===== src/rtl/core/tmma_pkg.sv =====
// Shared types and constants for the tile multiply-accumulate engine.
package tmma_pkg;

  // Field widths of the stream payloads
  localparam int KIND_W = 3;
  localparam int IDX_W  = 3;
  localparam int ELEM_W = 16;
  localparam int ACC_W  = 48;
  localparam int PROD_W = 2 * ELEM_W;

  // Input tdata: row, col, element_value, accumulator_value, padded to bytes
  localparam int IN_FIELDS_W = 2 * IDX_W + ELEM_W + ACC_W;
  localparam int IN_TDATA_W  = ((IN_FIELDS_W + 7) / 8) * 8;

  // Output tdata: out_row, out_col, out_value, padded to bytes
  localparam int OUT_FIELDS_W = 2 * IDX_W + ACC_W;
  localparam int OUT_TDATA_W  = ((OUT_FIELDS_W + 7) / 8) * 8;

  // Saturation limits of the Q32.16 accumulator
  localparam logic [ACC_W-1:0] SAT_HI = {1'b0, {(ACC_W-1){1'b1}}};
  localparam logic [ACC_W-1:0] SAT_LO = {1'b1, {(ACC_W-1){1'b0}}};

  // Item kinds carried on tuser
  typedef enum logic [KIND_W-1:0] {
    KIND_LOAD_A = 3'd0,
    KIND_LOAD_B = 3'd1,
    KIND_LOAD_C = 3'd2,
    KIND_MAC    = 3'd3,
    KIND_EMIT   = 3'd4
  } kind_e;

  // Control that travels with each MAC operand pair
  typedef struct packed {
    logic valid;
    logic first;
    logic last;
  } mac_ctrl_t;

endpackage


===== src/rtl/core/tmma_mac.sv =====
// Multiply and saturating accumulate datapath for one C element at a time.
module tmma_mac import tmma_pkg::*; #(
  parameter int AW = 6
) (
  input  logic                    clk_i,
  input  logic                    rst_ni,
  input  mac_ctrl_t               ctrl_i,
  input  logic [AW-1:0]           addr_i,
  input  logic signed [ELEM_W-1:0] a_i,
  input  logic signed [ELEM_W-1:0] b_i,
  input  logic [ACC_W-1:0]        c_i,
  output logic                    wr_en_o,
  output logic [AW-1:0]           wr_addr_o,
  output logic [ACC_W-1:0]        wr_data_o,
  output logic                    busy_o
);

  mac_ctrl_t                ctrl_p_q;
  logic [AW-1:0]            addr_p_q;
  logic signed [PROD_W-1:0] prod_q;
  logic [ACC_W-1:0]         base_q;
  logic [ACC_W-1:0]         acc_q;
  logic [ACC_W-1:0]         acc_base;
  logic [ACC_W:0]           sum;
  logic [ACC_W-1:0]         acc_d;
  logic                     wr_q;
  logic [AW-1:0]            wr_addr_q;

  // Product stage: register the product and hold the starting C value
  always_ff @(posedge clk_i) begin
    prod_q   <= a_i * b_i;
    addr_p_q <= addr_i;
    if (ctrl_i.valid && ctrl_i.first) begin
      base_q <= c_i;
    end
  end

  // Add the product to the running sum and clamp to 48 bits
  always_comb begin
    acc_base = ctrl_p_q.first ? base_q : acc_q;
    sum = {acc_base[ACC_W-1], acc_base}
        + {{(ACC_W + 1 - PROD_W){prod_q[PROD_W-1]}}, prod_q};
    if (sum[ACC_W] != sum[ACC_W-1]) begin
      acc_d = sum[ACC_W] ? SAT_LO : SAT_HI;
    end else begin
      acc_d = sum[ACC_W-1:0];
    end
  end

  // Accumulate stage payload
  always_ff @(posedge clk_i) begin
    if (ctrl_p_q.valid) begin
      acc_q <= acc_d;
    end
    wr_addr_q <= addr_p_q;
  end

  // Track valid operands and raise a write after the final term
  always_ff @(posedge clk_i or negedge rst_ni) begin
    if (!rst_ni) begin
      ctrl_p_q <= '0;
      wr_q     <= 1'b0;
    end else begin
      ctrl_p_q <= ctrl_i;
      wr_q     <= ctrl_p_q.valid && ctrl_p_q.last;
    end
  end

  assign wr_en_o   = wr_q;
  assign wr_addr_o = wr_addr_q;
  assign wr_data_o = acc_q;
  assign busy_o    = ctrl_p_q.valid || wr_q;

endmodule


===== config.mk =====
export PLATFORM = sky130hd
export DESIGN_NAME = tmma_mac
export DESIGN_NICKNAME = d
export VERILOG_FILES = /design/src/rtl/core/tmma_pkg.sv /design/src/rtl/core/tmma_mac.sv
export SDC_FILE = /design/constraint.sdc
export NUM_CORES = 1
export LEC_CHECK = 0
export ABC_AREA = 1
export BUFFER_PORTS_ARGS = -buffer_cell sky130_fd_sc_hd__buf_4
export CAP_MARGIN = 20
export CORE_AREA = 10 10 190 371
export CTS_BUF_LIST = sky130_fd_sc_hd__clkbuf_8 sky130_fd_sc_hd__clkbuf_16
export DETAILED_ROUTE_END_ITERATION = 10
export DIE_AREA = 0 0 200 381
export PLACE_DENSITY = 0.46
export SLEW_MARGIN = 20
export SYNTH_ARGS = -nofsm -noshare
export SYNTH_HDL_FRONTEND = slang
export SYNTH_SLANG_ARGS = --single-unit

===== constraint.sdc =====
create_clock -name clk_i -period 3.8 [get_ports clk_i]
set_input_delay 0.76 -clock clk_i [delete_from_list [all_inputs] [get_ports clk_i]]
set_output_delay 0.76 -clock clk_i [all_outputs]
set_load 0.1 [all_outputs]

; ---- Yosys cells after proc, flatten, opt, wreduce, memory -nomap -nowiden
; Cells that the tools add are included.
[classes]
eq_ne = 1
muxes = 3
reduce_logical = 3
add_sub_neg = 1
mul = 1
[op_table]
columns = cell, count
row1 = 48-bit 2-to-1 mux, 3
row2 = 48-bit by 32-bit adder with 49-bit output, 1
row3 = 16-bit by 16-bit multiplier with 32-bit output, 1
row4 = 1-bit logical AND, 2
row5 = 1-bit logical OR, 1
row6 = 1-bit != test, 1
[totals]
out_inout_bits = 56
inputBits = 91
register_bits = 144

; ---- Depth between registers and ports, before layout
; Gate-level depths: netlist of run 1.
[logic_depth]
word_depth = 4
mapped_depth = 26

; ---- Worst setup path before layout of run 1
; Ideal clock, no wire load.
[synth_timing]
path_kind = in2reg
from = input port b_i[5]
to = register prod_q[30]
setup_ns = 0.072
t_arrival_ns = 5.857
stages = 19
required_time_ns = 3.728
n_path_buf = 2
path_slack_ns = -2.128
path_cell_list = clkbuf_1 > clkbuf_1 > nand2_1 > fa_1 > inv_1 > fa_1 > inv_1 > fa_1 > fa_1 > fa_1 > fa_1 > inv_1 > ha_1 > inv_1 > nor3_1 > nor3b_1 > nand4_1 > nand4_1 > xor2_1
[synth_via]
elab_chain_cells = 1
[synth_rtl]
columns = element, line_no
row1 = start: declaration, tmma_mac.sv:10  ; input logic signed [ELEM_W-1:0] b_i,
row2 = 16-bit by 16-bit multiplier with 32-bit output, tmma_mac.sv:31  ; prod_q <= a_i * b_i;
row3 = end signal: assignment, tmma_mac.sv:31
row4 = end: declaration, tmma_mac.sv:20  ; logic signed [PROD_W-1:0] prod_q;
; Every way passes these cells.
; A chain may end at the register's enable or synchronous reset.

; ---- Worst setup path after layout of run 1
[layout_timing]
from = input port a_i[15]
to = register prod_q[28]
[layout_via]
elab_chain_cells = 1
[layout_rtl]
columns = element, line_no
row1 = start: declaration, tmma_mac.sv:9  ; input logic signed [ELEM_W-1:0] a_i,
row2 = 16-bit by 16-bit multiplier with 32-bit output, tmma_mac.sv:31
; Every way passes these cells.

==> impl_metrics.sql, run 1 <==
INSERT INTO impl_metrics (metric_group, metric, value, unit) VALUES
('yosys', 'synth_seq_cells', '144', ''),
('sta', 'maxClockFrequency', '0.191', 'GHz'),
('yosys', 'yosysWarnings', '0', ''),
('sta', 'final.period_utilization', '138', '%'),
('yosys', 'synth.avg_cell_area', '8.08', 'um^2'),
('sta', 'timing.hold.ws', '0.0409', 'ns'),
('grt', 'grt_start_max_net_pins', '50', ''),
('routing', 'detail_route_antenna_nets', '0', ''),
('layout', 'nets', '3233', ''),
('floorplan', 'placeableCoreArea', '0.0646', 'mm^2'),
('routing', 'drt-initial-drc-count', '600', ''),
('routing', 'totalWireLength', '69200', 'um'),
('grt', 'globalRouteMet3Util', '2.31', '%'),
('yosys', 'count_of_flip_flops_with_a_built_in_enable_after_synthesis', '96', ''),
('sta', 'finalMaxSlewViolations', '0', ''),
('clocking', 'clock_tree.buffer_depth', '3', ''),
('yosys', 'synthTopCellsByArea', 'fa_1 (27%), edfxtp_1 (15%), nand2_1 (12%)', ''),
('yosys', 'yosys.area.top_type', 'fa_1', ''),
('critical_path', 'critPathLaunchType', 'primary input', ''),
('min_path', 'min_path_type', 'in2async', ''),
('critical_path', 'critPathCaptureType', 'flop', ''),
('critical_path', 'cp.arrival', '5.62', 'ns'),
('floorplan', 'die_height', '381', 'um'),
('clocking', 'total_of_hold_buffers_inserted_after_clock_tree_synthesis', '0', ''),
('sta', 'fin_skew', '0.0216', 'ns'),
('status', 'violations', 'setup timing', ''),
('sta', 'layout_min_cycle_time', '5.24', 'ns'),
('layout', 'area_delta_synth_final', '34.0', '%'),
('status', 'outcome', 'finished with violations', ''),
('routing', 'drt-pass1-iter-count', '5', ''),
('flow_run', 'cap_violations', '0', ''),
('grt', 'busiest_layer', 'met2', ''),
('grt', 'number_of_global_route_vias_before_repair', '18609', ''),
('floorplan', 'floorplan.io_pins', '147', ''),
('layout', 'final_layout_size_suffix_gt1_share', '30.2', '%'),
('placed_design', 'numPortBuffers', '146', ''),
('routing', 'num_vias', '16280', ''),
('grt', 'global_route.usage.met1', '16.2', '%'),
('clocking', 'insertion_delay', '0.51', 'ns'),
('grt', 'use_met2', '37.4', '%'),
('floorplan', 'dieArea', '0.0762', 'mm^2'),
('yosys', 'synth_cells', '2371', ''),
('clocking', 'ctsHtreeMaxLevel', '4', ''),
('yosys', 'synthesis.area', '0.0192', 'mm^2'),
('sta', 'fin_ws', '-1.44', 'ns'),
('layout', 'n_antenna_cell', '0', ''),
('clocking', 'ctsRootBufferMaster', 'clkbuf_16', ''),
('critical_path', 'worstPathMaxFanout', '5', ''),
('yosys', 'ys_types', '42', ''),
('critical_path', 'worst-endpoint-required', '4.19', 'ns'),
('yosys', 'cell_with_the_most_instances_after_synthesis', 'nand2_1', ''),
('yosys', 'predominant_post_synthesis_flop_cell', 'edfxtp_1', ''),
('routing', 'drt-wirelength-per-cell', '19.1', 'um'),
('critical_path', 'worst-setup-path-type', 'in2reg', ''),
('sta', 'report.final.setup_viol', '25', ''),
('grt', 'grt_antenna_before_repair', '0', ''),
('placed_design', 'final_weighted_congestion_in_routability_driven_placement', '0.949', ''),
('routing', 'number_of_vias_per_cell_after_detailed_routing', '4.49', ''),
('sta', 'timing.final.hold_violations', '0', ''),
('clocking', 'tritoncts', 'done', ''),
('clocking', 'tritoncts.num_buffers', '25', ''),
('yosys', 'synth_nets', '2855', ''),
('floorplan', 'floorplan.initialDensity', '29.7', '%'),
('sta', 'max_slew.worst_pin.slew', '0.753', 'ns'),
('yosys', 'top_cells_by_instance_count_after_synthesis', 'nand2_1 (596), inv_1 (571), fa_1 (263), ha_1 (130), nor2_1 (121)', ''),
('clocking', 'clock_sinks', '144', ''),
('grt', 'groute.usage.overall', '18.5', '%'),
('grt', 'globalRoute.totalOverflow', '0', ''),
('grt', 'grt_first_pass_wirelength', '105000', 'um'),
('floorplan', 'row_count', '132', ''),
('yosys', 'synth_sequential_area_ratio', '20.2', '%'),
('clocking', 'clkTransAtPathRegs', '0.05', 'ns'),
('sta', 'grt_setup_unrepaired', 'yes', ''),
('yosys', 'asyncSetResetFlopFracSynth', '2.78', '%'),
('routing', 'drcViolationCount', '0', ''),
('floorplan', 'die_width', '200', 'um'),
('yosys', 'netlist.area_leader.share', '27.5', '%'),
('placed_design', 'place_hpwl', '59400', 'um'),
('sta', 'slew_headroom', '49.8', '%');
-- final cells by class --
cell class	instances	area, um^2
tap	871	1090
clock buffer	25	626
sequential	144	3870
inverter	580	2190
clock inverter	8	61.3
timing repair buffer	423	3770
fill	6639	38900
multi-input combinational	1575	14100
-- repair_timing --
item,in CTS,in global routing
gates resized for setup,239,83
pin swaps,99,58
buffers inserted,41,14
endpoints found under the setup margin,26,48
cloned,3,1
-- path summary, 6_finish.rpt --
kind | start | endpoint | slack [ns] | cells after the start
setup / recovery | a_i[15] | prod_q[28] | -1.44 | 20
hold / removal | rst_ni | ctrl_p_q[1] | 0.04 | 1
setup reg to reg | ctrl_p_q[1] | wr_data_o[39] | 0.21 | 13
hold reg to reg | addr_p_q[5] | wr_addr_o[5] | 0.33 | 0
max in group asynchronous | rst_ni | ctrl_p_q[2] | 3.65 | 1
min in group clk_i | addr_p_q[5] | wr_addr_o[5] | 0.33 | 0
-- kinds of logic after synthesis --
group,after synthesis,share of synthesized area [%]
and+or+nand+nor,889,19.5
muxes,47,2.76
xor gates and xnor gates,68,3.11
buffers and inverters,652,13.2
AOI/OAI and AO/OA,178,5.32
DFF,144,20.2
adders and majority gates,393,36.0
-- routing by layer --
metal / share of wire, % / up-vias
met5: 0 / -
met4: 6.7 / 0
met3: 3.0 / 157
met2: 59 / 336
met1: 32 / 7932
li1: - / 7855
-- per-stage QoR --
step / cell area, um^2 / TNS (ns) / worst slack (ns) / cells / util, %
2_1_floorplan: 20100 / -32.18 / -1.66 / 2371 / -
3_3_place_gp: 23300 / -45.92 / -2.42 / 3539 / 36.0
3_5_place_dp: 23300 / -46.25 / -2.40 / 3539 / 36.0
4_1_cts: 25200 / -28.33 / -1.49 / 3614 / 39.1
5_1_grt: 25700 / -32.08 / -1.56 / 3626 / 39.7
6_report: 25700 / -28.46 / -1.44 / 3626 / 39.7
-- cell usage in the layout, fill, tap and decap left out, drive strengths merged, types with 20 or more instances in the layout --
cell type	Yosys	final
o21ai	55	55
nand4	29	29
clkbuf	60	26
mux2	47	47
buf	12	422
a21oi	90	90
xnor2	35	35
nor2	134	134
nand2	643	643
xor2	33	33
edfxtp	96	96
o21bai	20	20
inv	580	584
nand3	55	55
ha	130	130
fa	263	263
dfxtp	44	44
-- critical path, stage by stage --
cell	delay (ns)
buf_12	0.12
buf_8	0.12
buf_6	0.12
nand2_2	0.06
inv_2	0.05
buf_6	0.11
buf_4	0.12
fa_1	0.46
fa_1	0.58
fa_1	0.44
fa_1	0.52
fa_1	0.44
fa_1	0.54
ha_4	0.23
a21oi_4	0.19
buf_6	0.11
o211ai_1	0.13
a31oi_1	0.20
nand2_2	0.13
xor2_2	0.17
-- state kept, by name, summed over array words and instances, names as in the netlist --
register and flops:
base_q 48, wr_data_o 48, prod_q 32, addr_p_q 6
wr_addr_o 6, ctrl_p_q 3, wr_en_o 1
Power of run 1 is not shown: default switching activity piles up to over one toggle a cycle in this logic, so the estimate is an artifact.
==> run 2: changes to the inputs <==
CORE_AREA = 10 10 175 340   (was 10 10 190 371)
CTS_CLUSTER_DIAMETER = 100   (was unset)
DIE_AREA = 0 0 185 350   (was 0 0 200 381)
PLACE_DENSITY = 0.53   (was 0.46)
==> impl_metrics.sql, run 2 (synthesized netlist as in run 1, its figures left out) <==
INSERT INTO impl_metrics (metric_group, metric, value, unit) VALUES
('placed_design', 'place_hpwl', '59300', 'um'),
('critical_path', 'max_stage_delay', '0.55', 'ns'),
('routing', 'detail_route_antenna_nets', '0', ''),
('layout', 'layoutNonFillerInstCount', '3406', ''),
('clocking', 'ctsRootBufferMaster', 'clkbuf_16', ''),
('placed_design', 'pre_cts_slack', '-2.24', 'ns'),
('layout', 'nets', '3208', ''),
('critical_path', 'path_delay_family', 'adder cells', ''),
('layout', 'filler_cell_count', '5340', ''),
('critical_path', 'worst-endpoint-required', '4.22', 'ns'),
('layout', 'n_antenna_cell', '0', ''),
('sta', 'timing.hold.ws', '0.0576', 'ns'),
('layout', 'final_layout_size_suffix_gt1_share', '29.6', '%'),
('sta', 'report.final.setup_viol', '26', ''),
('routing', 'num_vias', '16311', ''),
('critical_path', 'slowest_stage', 'fa_2', ''),
('sta', 'finalMaxSlewViolations', '0', ''),
('clocking', 'clock_tree.buffer_depth', '3', ''),
('grt', 'globalRoute.totalOverflow', '0', ''),
('floorplan', 'floorplan.initialDensity', '35.3', '%'),
('sta', 'fin_skew', '0.0206', 'ns'),
('routing', 'number_of_vias_per_cell_after_detailed_routing', '4.79', ''),
('clocking', 'insertion_delay', '0.51', 'ns'),
('routing', 'drt-wirelength-per-cell', '20.0', 'um'),
('grt', 'grt_first_pass_wirelength', '104000', 'um'),
('layout', 'most-common-layout-cells', 'nand2_1 (538), inv_1 (522), buf_4 (314)', ''),
('floorplan', 'dieArea', '0.0648', 'mm^2'),
('critical_path', 'worst-setup-path-type', 'in2reg', ''),
('critical_path', 'critPathCaptureType', 'flop', ''),
('status', 'violations', 'setup timing', ''),
('critical_path', 'cp.arrival', '5.66', 'ns'),
('floorplan', 'row_count', '121', ''),
('routing', 'drcViolationCount', '0', ''),
('layout', 'post-route-util', '46.5', '%'),
('placed_design', 'final_weighted_congestion_in_routability_driven_placement', '1.00', ''),
('clocking', 'tritoncts', 'done', ''),
('floorplan', 'die_width', '185', 'um'),
('sta', 'slew_headroom', '50.1', '%'),
('sta', 'grt_setup_unrepaired', 'yes', ''),
('layout', 'multi_input_combinational_cell_area', '0.0140', 'mm^2'),
('routing', 'drt-pass1-iter-count', '7', ''),
('critical_path', 'critPathLaunchType', 'primary input', ''),
('grt', 'number_of_global_route_vias_before_repair', '18597', ''),
('clocking', 'tritoncts.num_buffers', '25', ''),
('min_path', 'min_path_type', 'in2async', ''),
('sta', 'max_slew.worst_pin.slew', '0.749', 'ns'),
('grt', 'grt_start_max_net_pins', '50', ''),
('sta', 'timing.final.hold_violations', '0', ''),
('clocking', 'ctsHtreeMaxLevel', '4', ''),
('routing', 'drt-initial-drc-count', '567', ''),
('floorplan', 'die_height', '350', 'um'),
('sta', 'final.period_utilization', '138', '%'),
('layout', 'area_delta_synth_final', '31.5', '%'),
('placed_design', 'placedCellCount', '3338', ''),
('critical_path', 'setup.reg_to_reg.worst_slack', '0.15', 'ns'),
('layout', 'layout.area.seq', '0.00387', 'mm^2'),
('grt', 'groute.usage.overall', '21.4', '%'),
('placed_design', 'numPortBuffers', '146', ''),
('floorplan', 'placeableCoreArea', '0.0542', 'mm^2'),
('status', 'outcome', 'finished with violations', ''),
('sta', 'fin_ws', '-1.43', 'ns'),
('critical_path', 'timing.critical_path.mode_cell', 'fa_1', ''),
('critical_path', 'critical_path.cell_chain', 'buf_6, clkinvlp_4, buf_12, or2_4, fa_1, fa_2, inv_2, fa_2, fa_1, fa_1, fa_1, ha_4, a21oi_4, buf_4, o21a_4, o21ai_1, nand2_1, nand4_1, xor2_1', ''),
('critical_path', 'worstPathMaxFanout', '5', ''),
('layout', 'most_common_cell_after_layout_fill_and_taps_aside', 'nand2_1', ''),
('critical_path', 'critical_path_buf_inv_count', '5', ''),
('floorplan', 'floorplan.io_pins', '147', ''),
('clocking', 'clkTransAtPathRegs', '0.05', 'ns'),
('grt', 'grt_antenna_before_repair', '0', ''),
('clocking', 'clock_sinks', '144', ''),
('sta', 'layout_min_cycle_time', '5.23', 'ns'),
('flow_run', 'cap_violations', '0', ''),
('routing', 'totalWireLength', '68100', 'um'),
('sta', 'maxClockFrequency', '0.191', 'GHz');
run 2: cell types whose count changed in the layout (fill, tap and decap cells not counted), sizes merged:
cell	delta
buf	-24
inv	-4
clkinvlp	+2
clkbuf	+1
run 2: path summary, 6_finish.rpt:
check,depth (start not counted),startpoint,end
max reg2reg,13,ctrl_p_q[1],wr_data_o[37]
max in group asynchronous,1,rst_ni,ctrl_p_q[1]
min in group clk_i,0,addr_p_q[0],wr_addr_o[0]
min reg2reg,0,addr_p_q[0],wr_addr_o[0]
min,1,rst_ni,wr_en_o
max,19,b_i[15],prod_q[30]
run 2: metrics by stage:
step	setup TNS (ns)	instance area (um^2)
2_1_floorplan	-32.18	20100
3_3_place_gp	-44.80	23000
3_5_place_dp	-45.76	23000
4_1_cts	-28.84	24700
5_1_grt	-32.42	25200
6_report	-28.60	25200
run 2: metal layers:
| layer | GRT usage, % | vias up | part of all wire, % |
|---|---|---|---|
| met2 | 44.1 | 409 | 59 |
| met5 | 0 | - | 0 |
| met1 | 17.6 | 7895 | 30 |
| li1 | - | 7822 | - |
| met3 | 2.74 | 185 | 3.3 |
| met4 | 15.1 | 0 | 7.4 |
run 2: cell type report:
class / instances / area share (%)
well taps: 676 / 3.36
flip-flops and latches: 144 / 15.3
clock buffers: 27 / 2.59
inverters: 580 / 8.71
clock inverters: 6 / 0.219
multi-input cells: 1575 / 55.5
repair buffers: 398 / 14.3
run 2: what timing repair did:
action	4_1_cts	5_1_grt
gates resized for setup	226	96
cloned	1	0
buffers inserted	22	20
endpoints found under the hold margin	0	0
setup endpoints to repair	25	26
hold buffers	0	0
pin swaps	103	80
Power of run 2 is left out for the same reason.
